--- config.mk ---
export PLATFORM = sky130hd
export DESIGN_NAME = pan_tilt_pid_servo_ramp_core_flat
export DESIGN_NICKNAME = d
export VERILOG_FILES = /design/src/design/ptps_pkg.sv /design/src/design/ptps_if.sv /design/src/design/ptps_pid_lane.sv /design/src/design/ptps_ramp.sv /design/src/design/pan_tilt_pid_servo_ramp_core.sv /design/src/flat_wrapper.sv
export SDC_FILE = /design/constraint.sdc
export NUM_CORES = 2
export LEC_CHECK = 0
export BUFFER_PORTS_ARGS = -buffer_cell sky130_fd_sc_hd__buf_2
export CAP_MARGIN = 0
export CORE_MARGIN = 4
export CORE_UTILIZATION = 46
export CTS_BUF_LIST = sky130_fd_sc_hd__clkbuf_4 sky130_fd_sc_hd__clkbuf_8
export CTS_CLUSTER_DIAMETER = 150
export DETAILED_ROUTE_END_ITERATION = 12
export PLACE_DENSITY = 0.69
export SETUP_SLACK_MARGIN = 0.5
export SYNTH_ARGS = -nofsm -noshare
export SYNTH_HDL_FRONTEND = slang
export SYNTH_HIERARCHICAL = 1
export SYNTH_SLANG_ARGS = --single-unit
--- constraint.sdc ---
create_clock -name clk -period 11.2 [get_ports clk]
set_input_delay 0.56 -clock clk [delete_from_list [all_inputs] [get_ports clk]]
set_output_delay 0.56 -clock clk [all_outputs]
set_load 0.01 [all_outputs]
--- src/design/ptps_pkg.sv ---
// Package for the pan/tilt PID servo ramp core: widths, constants, register
// indexes and the structs shared between the lanes, the ramp and the top level.
// No dependencies.
`default_nettype none

package ptps_pkg;

    localparam int ERR_W  = 10;
    localparam int GAIN_W = 16;
    localparam int INT_W  = 24;
    localparam int CMP_W  = 8;
    localparam int IDX_W  = 3;

    localparam logic [CMP_W-1:0] CMP_MAX = 8'd165;
    localparam logic [CMP_W-1:0] CMP_MIN = 8'd135;
    localparam logic [CMP_W-1:0] CMP_MID = 8'd150;

    localparam logic signed [INT_W-1:0] INT_MAXV = 24'sh7FFFFF;
    localparam logic signed [INT_W-1:0] INT_MINV = 24'sh800000;

    // configuration register indexes
    localparam logic [IDX_W-1:0] REG_PAN_KP  = 3'd0;
    localparam logic [IDX_W-1:0] REG_PAN_KI  = 3'd1;
    localparam logic [IDX_W-1:0] REG_PAN_KD  = 3'd2;
    localparam logic [IDX_W-1:0] REG_TILT_KP = 3'd3;
    localparam logic [IDX_W-1:0] REG_TILT_KI = 3'd4;
    localparam logic [IDX_W-1:0] REG_TILT_KD = 3'd5;

    localparam logic [GAIN_W-1:0] PAN_KP_RST  = 16'd13107;
    localparam logic [GAIN_W-1:0] PAN_KI_RST  = 16'd1966;
    localparam logic [GAIN_W-1:0] PAN_KD_RST  = 16'd0;
    localparam logic [GAIN_W-1:0] TILT_KP_RST = 16'd12452;
    localparam logic [GAIN_W-1:0] TILT_KI_RST = 16'd655;
    localparam logic [GAIN_W-1:0] TILT_KD_RST = 16'd0;

    typedef struct packed {
        logic [GAIN_W-1:0] kp;
        logic [GAIN_W-1:0] ki;
        logic [GAIN_W-1:0] kd;
    } gain_t;

    typedef struct packed {
        logic             done;
        logic [CMP_W-1:0] target;
    } lane_stat_t;

endpackage

`default_nettype wire

--- src/design/ptps_if.sv ---
// Valid/ready channel interfaces of the pan/tilt PID servo ramp core:
// the camera error channel and the servo compare channel. Depends on ptps_pkg.
`default_nettype none

interface ptps_err_if
    import ptps_pkg::*;
();
    logic                    valid;
    logic                    ready;
    logic signed [ERR_W-1:0] cam_x_error;
    logic signed [ERR_W-1:0] cam_y_error;

    modport source (output valid, output cam_x_error, output cam_y_error, input ready);
    modport sink   (input valid, input cam_x_error, input cam_y_error, output ready);
endinterface

interface ptps_servo_if
    import ptps_pkg::*;
();
    logic             valid;
    logic             ready;
    logic [CMP_W-1:0] pan_compare;
    logic [CMP_W-1:0] tilt_compare;
    logic             last_step;

    modport source (output valid, output pan_compare, output tilt_compare,
                    output last_step, input ready);
    modport sink   (input valid, input pan_compare, input tilt_compare,
                    input last_step, output ready);
endinterface

`default_nettype wire

--- src/design/ptps_pid_lane.sv ---
// One PID lane: saturating integral, derivative, three gain products,
// truncation toward zero and clamped retarget. Depends on ptps_pkg.
`default_nettype none

module ptps_pid_lane
    import ptps_pkg::*;
(
    input  wire logic                    clk,
    input  wire logic                    rst_n,
    input  wire logic                    start,
    input  wire logic signed [ERR_W-1:0] err,
    input  wire gain_t                   gains,
    output      lane_stat_t              stat
);

    localparam logic [2:0] PH_IDLE = 3'd0;
    localparam logic [2:0] PH_MUL  = 3'd1;
    localparam logic [2:0] PH_SUM  = 3'd2;
    localparam logic [2:0] PH_CORR = 3'd3;
    localparam logic [2:0] PH_TGT  = 3'd4;

    localparam int P_W   = GAIN_W + 1 + ERR_W;
    localparam int I_W   = GAIN_W + 1 + INT_W;
    localparam int D_W   = GAIN_W + 1 + ERR_W + 1;
    localparam int ACC_W = I_W + 2;
    localparam int COR_W = ACC_W - 16;
    localparam int T_W   = COR_W + 1;

    logic [2:0]                phase_reg, phase_next;
    logic signed [INT_W-1:0]   integral_reg, integral_next;
    logic signed [ERR_W-1:0]   prev_reg;
    logic [CMP_W-1:0]          target_reg, target_next;
    logic                      done_reg;
    logic signed [ERR_W-1:0]   e_reg;
    logic signed [ERR_W:0]     diff_reg;
    logic signed [P_W-1:0]     p_reg, p_next;
    logic signed [I_W-1:0]     i_reg, i_next;
    logic signed [D_W-1:0]     d_reg, d_next;
    logic signed [ACC_W-1:0]   acc_reg, acc_next, acc_adj;
    logic signed [COR_W-1:0]   corr_reg;
    logic signed [INT_W:0]     isum;
    logic signed [GAIN_W:0]    kp_s, ki_s, kd_s;
    logic signed [T_W-1:0]     tdiff;

    assign kp_s = signed'({1'b0, gains.kp});
    assign ki_s = signed'({1'b0, gains.ki});
    assign kd_s = signed'({1'b0, gains.kd});

    always_comb
    begin
        isum = (INT_W+1)'(integral_reg) + (INT_W+1)'(err);
        if (isum > (INT_W+1)'(INT_MAXV))
        begin
            integral_next = INT_MAXV;
        end
        else if (isum < (INT_W+1)'(INT_MINV))
        begin
            integral_next = INT_MINV;
        end
        else
        begin
            integral_next = isum[INT_W-1:0];
        end
    end

    assign p_next   = kp_s * e_reg;
    assign i_next   = ki_s * integral_reg;
    assign d_next   = kd_s * diff_reg;
    assign acc_next = ACC_W'(p_reg) + ACC_W'(i_reg) + ACC_W'(d_reg);

    // round toward zero: bias negative sums before the arithmetic shift
    assign acc_adj  = acc_reg + (acc_reg[ACC_W-1] ? ACC_W'(65535) : ACC_W'(0));

    // compare signed so a target pulled below zero clamps to the low limit
    always_comb
    begin
        tdiff = signed'(T_W'(target_reg)) - T_W'(corr_reg);
        if (tdiff > signed'(T_W'(CMP_MAX)))
        begin
            target_next = CMP_MAX;
        end
        else if (tdiff < signed'(T_W'(CMP_MIN)))
        begin
            target_next = CMP_MIN;
        end
        else
        begin
            target_next = tdiff[CMP_W-1:0];
        end
    end

    always_comb
    begin
        case (phase_reg)
            PH_IDLE: phase_next = start ? PH_MUL : PH_IDLE;
            PH_MUL:  phase_next = PH_SUM;
            PH_SUM:  phase_next = PH_CORR;
            PH_CORR: phase_next = PH_TGT;
            PH_TGT:  phase_next = PH_IDLE;
            default: phase_next = PH_IDLE;
        endcase
    end

    always_ff @(posedge clk or negedge rst_n)
    begin
        if (!rst_n)
        begin
            phase_reg    <= PH_IDLE;
            integral_reg <= '0;
            prev_reg     <= '0;
            target_reg   <= CMP_MID;
            done_reg     <= 1'b0;
        end
        else
        begin
            phase_reg <= phase_next;
            done_reg  <= (phase_reg == PH_TGT);
            if (phase_reg == PH_IDLE && start)
            begin
                integral_reg <= integral_next;
                prev_reg     <= err;
            end
            if (phase_reg == PH_TGT)
            begin
                target_reg <= target_next;
            end
        end
    end

    always_ff @(posedge clk)
    begin
        if (phase_reg == PH_IDLE && start)
        begin
            e_reg    <= err;
            diff_reg <= (ERR_W+1)'(err) - (ERR_W+1)'(prev_reg);
        end
        if (phase_reg == PH_MUL)
        begin
            p_reg <= p_next;
            i_reg <= i_next;
            d_reg <= d_next;
        end
        if (phase_reg == PH_SUM)
        begin
            acc_reg <= acc_next;
        end
        if (phase_reg == PH_CORR)
        begin
            corr_reg <= acc_adj[ACC_W-1:16];
        end
    end

    assign stat.done   = done_reg;
    assign stat.target = target_reg;

endmodule

`default_nettype wire

--- src/design/ptps_ramp.sv ---
// Merge stage: steps both current compare values toward the lane targets,
// one transaction per step, through an output register. Depends on ptps_pkg.
`default_nettype none

module ptps_ramp
    import ptps_pkg::*;
(
    input  wire logic             clk,
    input  wire logic             rst_n,
    input  wire lane_stat_t       pan_stat,
    input  wire lane_stat_t       tilt_stat,
    input  wire logic             out_ready,
    output      logic             out_valid,
    output      logic [CMP_W-1:0] pan_cmp,
    output      logic [CMP_W-1:0] tilt_cmp,
    output      logic             last,
    output      logic             done
);

    logic [CMP_W-1:0] pan_cur_reg, tilt_cur_reg;
    logic [CMP_W-1:0] pan_cur_next, tilt_cur_next;
    logic [CMP_W-1:0] pan_out_reg, tilt_out_reg;
    logic             last_reg, last_next;
    logic             valid_reg;
    logic             active_reg;
    logic             start, settled, load;

    assign start   = pan_stat.done & tilt_stat.done;
    assign settled = (pan_cur_reg == pan_stat.target) && (tilt_cur_reg == tilt_stat.target);
    assign load    = active_reg && (!valid_reg || out_ready);

    always_comb
    begin
        pan_cur_next = pan_cur_reg;
        if (pan_cur_reg < pan_stat.target)
        begin
            pan_cur_next = pan_cur_reg + 8'd1;
        end
        else if (pan_cur_reg > pan_stat.target)
        begin
            pan_cur_next = pan_cur_reg - 8'd1;
        end
        tilt_cur_next = tilt_cur_reg;
        if (tilt_cur_reg < tilt_stat.target)
        begin
            tilt_cur_next = tilt_cur_reg + 8'd1;
        end
        else if (tilt_cur_reg > tilt_stat.target)
        begin
            tilt_cur_next = tilt_cur_reg - 8'd1;
        end
        last_next = (pan_cur_next == pan_stat.target) && (tilt_cur_next == tilt_stat.target);
    end

    always_ff @(posedge clk or negedge rst_n)
    begin
        if (!rst_n)
        begin
            pan_cur_reg  <= CMP_MID;
            tilt_cur_reg <= CMP_MID;
            valid_reg    <= 1'b0;
            active_reg   <= 1'b0;
        end
        else
        begin
            if (start && !settled)
            begin
                active_reg <= 1'b1;
            end
            else if (load && last_next)
            begin
                active_reg <= 1'b0;
            end
            if (load)
            begin
                pan_cur_reg  <= pan_cur_next;
                tilt_cur_reg <= tilt_cur_next;
                valid_reg    <= 1'b1;
            end
            else if (out_ready)
            begin
                valid_reg <= 1'b0;
            end
        end
    end

    always_ff @(posedge clk)
    begin
        if (load)
        begin
            pan_out_reg  <= pan_cur_next;
            tilt_out_reg <= tilt_cur_next;
            last_reg     <= last_next;
        end
    end

    assign out_valid = valid_reg;
    assign pan_cmp   = pan_out_reg;
    assign tilt_cmp  = tilt_out_reg;
    assign last      = last_reg;
    assign done      = (start && settled) || (load && last_next);

endmodule

`default_nettype wire

--- src/design/pan_tilt_pid_servo_ramp_core.sv ---
// Two-axis pan/tilt positional PID controller with ramped servo compare output.
// Depends on ptps_pkg, ptps_err_if/ptps_servo_if, ptps_pid_lane and ptps_ramp.
//
// Each transaction on error_ch carries camera x and y offsets. Two PID lanes
// run side by side: the y offset drives the pan lane and the x offset the tilt
// lane. Each lane saturates its integral at 24 bits signed, forms
// kp*e + ki*I + kd*(e - prev) with unsigned Q0.16 gains, truncates toward zero
// and subtracts the result from its target, clamped to 135..165. The ramp stage
// then steps both current compare values one count toward their targets per
// servo_ch transaction, flagging the final step with last_step; an item whose
// targets already match the currents yields no transaction. After acceptance
// the lanes work through integral, products, sum, rounding and retarget in
// turn, then the ramp emits one step per cycle while servo_ch is ready, up to
// 30 steps. error_ch is ready again once the last step sits in the output
// register, so the next item's PID work overlaps with a waiting final result.
// Gains are written through cfg_we/cfg_index/cfg_wdata; write them only while
// the block is idle. Writes to unknown indexes are dropped.
`default_nettype none

module pan_tilt_pid_servo_ramp_core
    import ptps_pkg::*;
(
    input  wire logic              clk,
    input  wire logic              rst_n,
    ptps_err_if.sink               error_ch,
    ptps_servo_if.source           servo_ch,
    input  wire logic              cfg_we,
    input  wire logic [IDX_W-1:0]  cfg_index,
    input  wire logic [GAIN_W-1:0] cfg_wdata
);

    gain_t      pan_gain_reg, tilt_gain_reg;
    lane_stat_t pan_stat, tilt_stat;
    logic       busy_reg;
    logic       accept;
    logic       ramp_done;

    // hold new transactions off until the last step is in the output register
    assign error_ch.ready = !busy_reg;
    assign accept         = error_ch.valid && !busy_reg;

    always_ff @(posedge clk or negedge rst_n)
    begin
        if (!rst_n)
        begin
            busy_reg <= 1'b0;
        end
        else if (accept)
        begin
            busy_reg <= 1'b1;
        end
        else if (ramp_done)
        begin
            busy_reg <= 1'b0;
        end
    end

    // gain registers; drop writes to unknown indexes
    always_ff @(posedge clk or negedge rst_n)
    begin
        if (!rst_n)
        begin
            pan_gain_reg.kp  <= PAN_KP_RST;
            pan_gain_reg.ki  <= PAN_KI_RST;
            pan_gain_reg.kd  <= PAN_KD_RST;
            tilt_gain_reg.kp <= TILT_KP_RST;
            tilt_gain_reg.ki <= TILT_KI_RST;
            tilt_gain_reg.kd <= TILT_KD_RST;
        end
        else if (cfg_we)
        begin
            case (cfg_index)
                REG_PAN_KP:  pan_gain_reg.kp  <= cfg_wdata;
                REG_PAN_KI:  pan_gain_reg.ki  <= cfg_wdata;
                REG_PAN_KD:  pan_gain_reg.kd  <= cfg_wdata;
                REG_TILT_KP: tilt_gain_reg.kp <= cfg_wdata;
                REG_TILT_KI: tilt_gain_reg.ki <= cfg_wdata;
                REG_TILT_KD: tilt_gain_reg.kd <= cfg_wdata;
                default:     ;
            endcase
        end
    end

    // pan lane follows the y offset, tilt lane the x offset
    ptps_pid_lane u_pan_lane (
        .clk   (clk),
        .rst_n (rst_n),
        .start (accept),
        .err   (error_ch.cam_y_error),
        .gains (pan_gain_reg),
        .stat  (pan_stat)
    );

    ptps_pid_lane u_tilt_lane (
        .clk   (clk),
        .rst_n (rst_n),
        .start (accept),
        .err   (error_ch.cam_x_error),
        .gains (tilt_gain_reg),
        .stat  (tilt_stat)
    );

    ptps_ramp u_ramp (
        .clk       (clk),
        .rst_n     (rst_n),
        .pan_stat  (pan_stat),
        .tilt_stat (tilt_stat),
        .out_ready (servo_ch.ready),
        .out_valid (servo_ch.valid),
        .pan_cmp   (servo_ch.pan_compare),
        .tilt_cmp  (servo_ch.tilt_compare),
        .last      (servo_ch.last_step),
        .done      (ramp_done)
    );

endmodule

`default_nettype wire

--- src/flat_wrapper.sv ---
// flat-port wrapper written by rule: the top's interface ports become plain ports
module pan_tilt_pid_servo_ramp_core_flat import ptps_pkg::*;
  (clk, rst_n, cfg_we, cfg_index, cfg_wdata, error_ch_valid, error_ch_cam_x_error, error_ch_cam_y_error, error_ch_ready, servo_ch_valid, servo_ch_pan_compare, servo_ch_tilt_compare, servo_ch_last_step, servo_ch_ready);
  ptps_err_if error_ch_i ();
  ptps_servo_if servo_ch_i ();
  input  wire logic clk;
  input  wire logic rst_n;
  input  wire logic cfg_we;
  input  wire logic [IDX_W-1:0] cfg_index;
  input  wire logic [GAIN_W-1:0] cfg_wdata;
  input wire logic [$bits(error_ch_i.valid)-1:0] error_ch_valid;
  input wire logic [$bits(error_ch_i.cam_x_error)-1:0] error_ch_cam_x_error;
  input wire logic [$bits(error_ch_i.cam_y_error)-1:0] error_ch_cam_y_error;
  output wire logic [$bits(error_ch_i.ready)-1:0] error_ch_ready;
  output wire logic [$bits(servo_ch_i.valid)-1:0] servo_ch_valid;
  output wire logic [$bits(servo_ch_i.pan_compare)-1:0] servo_ch_pan_compare;
  output wire logic [$bits(servo_ch_i.tilt_compare)-1:0] servo_ch_tilt_compare;
  output wire logic [$bits(servo_ch_i.last_step)-1:0] servo_ch_last_step;
  input wire logic [$bits(servo_ch_i.ready)-1:0] servo_ch_ready;
  assign error_ch_i.valid = error_ch_valid;
  assign error_ch_i.cam_x_error = error_ch_cam_x_error;
  assign error_ch_i.cam_y_error = error_ch_cam_y_error;
  assign error_ch_ready = error_ch_i.ready;
  assign servo_ch_valid = servo_ch_i.valid;
  assign servo_ch_pan_compare = servo_ch_i.pan_compare;
  assign servo_ch_tilt_compare = servo_ch_i.tilt_compare;
  assign servo_ch_last_step = servo_ch_i.last_step;
  assign servo_ch_i.ready = servo_ch_ready;
  pan_tilt_pid_servo_ramp_core u_core (.clk(clk), .rst_n(rst_n), .error_ch(error_ch_i), .servo_ch(servo_ch_i), .cfg_we(cfg_we), .cfg_index(cfg_index), .cfg_wdata(cfg_wdata));
endmodule
Yosys cells after proc, flatten, opt, wreduce, memory -nomap -nowiden
Index checks and enable logic that the tools add are counted.
Widths: inputs -> output; s select.
- output and inout port bits: 19
- word-level logic and storage cells: 139
- flip-flop bits (word level): 598
- input bits: 44
- reduce and logical (&&, ||, !) cells: 26
- $lt $le $gt $ge: 12
- mux-type cells: 23
- $add $sub $neg: 16
- bitwise logic cells: 1
- eq/ne operators: 17
- multipliers: 6
- operators by type and width (cell ; number):
    $mux 24 ; 4
    $add 42x28->43 ; 2
    $add 43x17->43 ; 2
    $add 27x41->42 ; 2
    $mul 17x24->41 ; 2
    $mux 8 ; 8
    $gt 28x9->1 const B ; 2
    $lt 28x9->1 const B ; 2
    $mul 17x11->28 ; 2
    $sub 9x27->28 ; 2
    $mul 17x10->27 ; 2
    $add 24x10->25 ; 2
    $gt 25x24->1 const B ; 2
    $lt 25x24->1 const B ; 2
    $eq 8x8->1 ; 4
    $mux 16 ; 2
    $pmux 3 s4 ; 2
    $sub 10x10->11 ; 2
    $eq 3x2->1 const B ; 6
    $add 8x1->8 const B ; 2
    $gt 8x8->1 ; 2
    $lt 8x8->1 ; 2
    $sub 8x1->8 const B ; 2
    $eq 3x3->1 const B ; 4
    9 further kinds ; 37

Longest topological paths before layout
- word-level depth: 9
- gate-level depth with buffers: 26
- gate-level depth less buffers: 25

Modules after synthesis
Netlist, hierarchy kept.
- modules (own cells, without submodules) (module ; cells each ; instances ; area an instance (µm²) ; seq. area each (µm²)):
    ptps_pid_lane (u_core.u_tilt_lane) ; 4079 ; 1 ; 38768.4 ; 6771.5
    ptps_pid_lane (u_core.u_pan_lane) ; 3987 ; 1 ; 38374.3 ; 6771.5
    pan_tilt_pid_servo_ramp_core ; 212 ; 1 ; 3792.4 ; 2461.1
    ptps_ramp ; 337 ; 1 ; 3067.9 ; 970.9

Worst setup path after synthesis
OpenSTA, ideal clock, no wires.
- path kind: register to register
- from: register u_core.u_pan_lane.phase_reg[1]
- to: register u_core.u_pan_lane.d_reg[0] (enable)
- library setup time: 0.689 ns
- slack: 3.080 ns
- required time: 10.511 ns
- cell stages (with the launch flop): 2
- path buffers: 0
- clock period less this slack: 8.120 ns
- arrival time: 7.431 ns
- cells stage by stage: dfrtp_1 nor3b_1
- cells in the longest elaborated chain, start to end: 1
- ends and longest elaborated chain (what ; line ; RTL):
    from (decl) ; ptps_pid_lane.sv:29 ; logic [2:0] phase_reg, phase_next;
    from (signal assigned) ; ptps_pid_lane.sv:116 ; phase_reg <= phase_next;
    $eq 3x1->1 ; ptps_pid_lane.sv:137 ; if (phase_reg == PH_MUL)
    to (signal assigned) ; ptps_pid_lane.sv:141 ; d_reg <= d_next;
    to (decl) ; ptps_pid_lane.sv:38 ; logic signed [D_W-1:0] d_reg, d_next;
No other way between the ends.
A chain may end at the register's enable or synchronous reset.

Final worst setup path
- from: register u_core/pan_gain_reg[29] (netlist name)
- to: register u_core.u_pan_lane.i_reg[40] (data pin)
- cells in the longest elaborated chain, start to end: 1
- ends and longest elaborated chain (what ; line ; RTL):
    from (decl) ; pan_tilt_pid_servo_ramp_core.sv:32 ; gain_t pan_gain_reg, tilt_gain_reg;
    $mul 17x24->41 ; ptps_pid_lane.sv:67 ; assign i_next = ki_s * integral_reg;
    via u_core.u_pan_lane.i_next[40] ; ptps_pid_lane.sv:37 ; logic signed [I_W-1:0] i_reg, i_next;
    to (signal assigned) ; ptps_pid_lane.sv:140 ; i_reg <= i_next;
    to (decl) ; ptps_pid_lane.sv:37 ;
The timed path passes the listed nets, and every way through them passes these cells.

==> impl_metrics.ini <==
[min_path]
hold_path_end = u_core/u_pan_lane/prev_reg[1]$_DFFE_PN0P_
min-delay-path-class = input pin to flip-flop
worstHoldStart = error_ch_cam_y_error[1]
hold-path-cell-count = 3

[pwr]
power_per_cell_area_nw_per_um2 = 279.7
power.leakage_nw = 42.31
maximum_vdd_drop_mv = 0.4594

[drt]
drc_errors = 0
antenna_violating_nets_post_route = 0
top_layer_used = met5
met2_length_mm = 99.44
detail_route.vias_per_cell = 5.402
drt-pass1-iter-count = 5
initialDrtViolationCount = 3689
route.layer.met1.wl_mm = 88.05
detailroute.wirelength.met3_mm = 11.50
wl_mm = 208.2
dr_total_vias = 59510
route.detailed.wl_per_inst_microns = 18.90

[setup_path]
rr_startpoint = u_core/pan_gain_reg[29]$_DFFE_PN0P_
critical_r2r_capture = u_core/u_pan_lane/i_reg[40]$_DFFE_PP_
cp-start-kind = flip-flop
worst-endpoint-required_ns = 11.78
worst_setup_slack_for_register_to_register_paths_ns = 3.50
timing.critical_path.from = u_core/pan_gain_reg[29]$_DFFE_PN0P_
crit_buf_inv = 3
timing.critical_path.to_type = flip-flop
cpMaxStageDelayCell = dfrtp_1
worst-path-max-fanout = 25
cp_common_cell = fa_1
reg2regPathDepth = 21
critical_path.max_stage_delay_ns = 0.89
crit_arrival_ns = 8.28
timing.setup.critical_path_class = flip-flop to flip-flop
path_cells = nand2_1, fa_1, inv_1, fa_1, fa_1, fa_1, fa_1, inv_1, fa_1, inv_1, ha_1, a21oi_1, nor2b_1, a2111oi_0, a221oi_1, o221ai_1, a21oi_1, a2111oi_2, o21bai_1, a21oi_1, xnor2_1
dominant_delay_contributor_by_cell_family_on_the_critical_path = adder cells

[placement]
placement.io_buffers = 62
gpl.final_weighted_congestion = 0.9031
detailedPlacementHpwl_mm = 165.2
placed_area_sq_um = 86280

[sta]
fin_crit_ns = 7.699
final.period_utilization = 0.6874
rsz_0062_raised_after_global_routing = false
number_of_pins_exceeding_their_max_slew_limit_in_the_final_report = 0
finClkSkew_ns = 0.05728
number_of_hold_slack_violations_in_the_final_timing_report = 0
setup-violations-final = 0
final.setup.tns_ns = 0
worst_pin_slew_ns = 1.152
slew-limit-headroom = 0.2318
max_freq_ghz = 0.1299

[final_layout]
drive_gt1_frac = 0.05996
most_common_cell_after_layout_fill_and_taps_aside = inv_1
most-common-layout-cells = inv_1, fa_1, nand2_1
synthToLayoutAreaGrowth_pct = 6.156
design_area_sq_um = 89170
nets = 10640

[global_route]
grt_max_degree = 81
globalRoute.totalOverflow = 0
grt_first_pass_wirelength_mm = 339.6
vias_in_the_first_global_route = 63690
grt_antenna_before_repair = 16
global_route.usage.total = 0.2228

[clock_tree]
largest_buffer_count_on_any_clock_path = 3
clock_sink_total = 598
h-tree-depth = 3
ctsRootBufferMaster = clkbuf_8
clkTransAtPathRegs_ns = 0.08
numCtsBuffers = 110
insertion_delay_ns = 0.85
cts_tree = yes

[synth]
synth-async-reset-ratio = 0.3462
postSynthNetCount = 10710
yosys_register_bits = 598
yosysUniqueCellTypes = 113
synth-edff-count = 391
synth_area_sq_um = 84000
postSynthCellCount = 8615
dominantRegCellSynth = edfxtp_1
yosys_warnings = 6
synth-seq-area-share = 0.2021
synth.avg_cell_area_sq_um = 9.751

[floorplan]
floorplan.io_pins = 63
initial_utilization = 0.4638
floorplan.rows = 156
floorplan.die_area_sq_um = 189500
die_height_microns = 435.3
die-width_microns = 435.3
core_region_area_sq_um = 181100

[run]
max_cap_viols = 0

[outcome]
outcome = complete, no violations
[cell usage after synthesis (all sizes together), types with 21 or more instances]
library cell,count,area (sq um)
inv,1590,5968
fa,1318,26390
nand2,1020,3829
ha,736,9209
and2,654,4095
edfxtp,391,11740
o21ai,299,1500
a21oi,296,1496
xnor2,282,2470
nor2,273,1040
clkbuf,260,987.2
dfrtp,164,4104
mux2,102,1186
a21o,100,752.0
xor2,98,858.3
nand3,84,420.4
nand2b,83,519.3
nor3,81,405.4
o21a,58,435.4
nor2b,50,327.8
a211oi,46,350.3
dfstp,43,1130
o211ai,42,329.1
and3,41,256.5
o21bai,39,292.8
a31oi,37,246.5
nand4,37,244.0
buf,26,214.0
or2,25,156.4
or3,24,155.2
a21boi,21,157.7
nor4,21,165.2
[metrics by stage]
stage	hold WS [ns]	worst slack [ns]	std cells	total power, mW	utilization
finish	0.09160	3.501	11020	24.94	0.4923
floorplan	0.2644	3.080	8615	17.33	-
global route	0.01703	3.030	11010	27.38	0.4922
CTS	0.002200	3.513	11010	25.06	0.4922
global placement	0.4670	3.658	10780	21.89	0.4763
detailed placement	0.4807	3.573	10780	22.26	0.4763
[layout make-up]
type	instances	area (sq um)
timing repair buffer	105	690.7
clock buffer	135	1708
sequential	598	16980
tap	2370	2965
multi-input combinational	6140	59870
clock inverter	71	980.9
fill	16520	91960
antenna	7	17.52
inverter	1590	5968
[worst register-to-register path, cell delays in order, from the launching register on]
cell and delay (ns):
dfrtp_1 0.89, nand2_1 0.18, fa_1 0.57, inv_1 0.05
fa_1 0.46, fa_1 0.52, fa_1 0.52, fa_1 0.55
inv_1 0.06, fa_1 0.54, inv_1 0.05, ha_1 0.36
a21oi_1 0.23, nor2b_1 0.07, a2111oi_0 0.72, a221oi_1 0.21
o221ai_1 0.37, a21oi_1 0.23, a2111oi_2 0.42, o21bai_1 0.13
a21oi_1 0.19, xnor2_1 0.09
[per-layer routing]
metal	global-route usage	vias up
li1	-	27390
met2	0.3756	1769
met1	0.2891	29870
met4	0.08990	12
met3	0.03282	473
met5	0	-
[power breakdown]
group | internal [mW] | switching (mW) | total, mW | leakage (nW)
clock network | 1.54 | 1.07 | 2.60 | 1.37
logic | 7.04 | 10.3 | 17.4 | 34.8
registers | 4.06 | 0.897 | 4.96 | 6.11
total | 12.6 | 12.3 | 24.9 | 42.3
[timing repair]
action	CTS	global route
hold buffers	19	0
setup buffers	0	0
hold endpoints to repair	77	0
resized for setup	0	0
[worst max-delay path by stage]
stage,endpoint,depth (start not counted)
floorplan,u_core/u_pan_lane/d_reg[0]$_DFFE_PP_,1
global placement,u_core/u_pan_lane/i_reg[40]$_DFFE_PP_,21
detailed placement,u_core/u_pan_lane/i_reg[40]$_DFFE_PP_,21
CTS,u_core/u_pan_lane/i_reg[40]$_DFFE_PP_,21
global route,u_core/u_pan_lane/i_reg[40]$_DFFE_PP_,21
finish,u_core/u_pan_lane/i_reg[40]$_DFFE_PP_,21
[cell families after synthesis]
group / Yosys count / share of synthesized area
fa+ha+maj: 2070 / 0.4256
flops: 598 / 0.2021
mux: 104 / 0.01436
compound gates: 1128 / 0.08743
buf+inv: 1877 / 0.08547
xor+xnor: 380 / 0.03962
simple gates: 2458 / 0.1454
No activity file was read; power rests on OpenSTA's default activity.
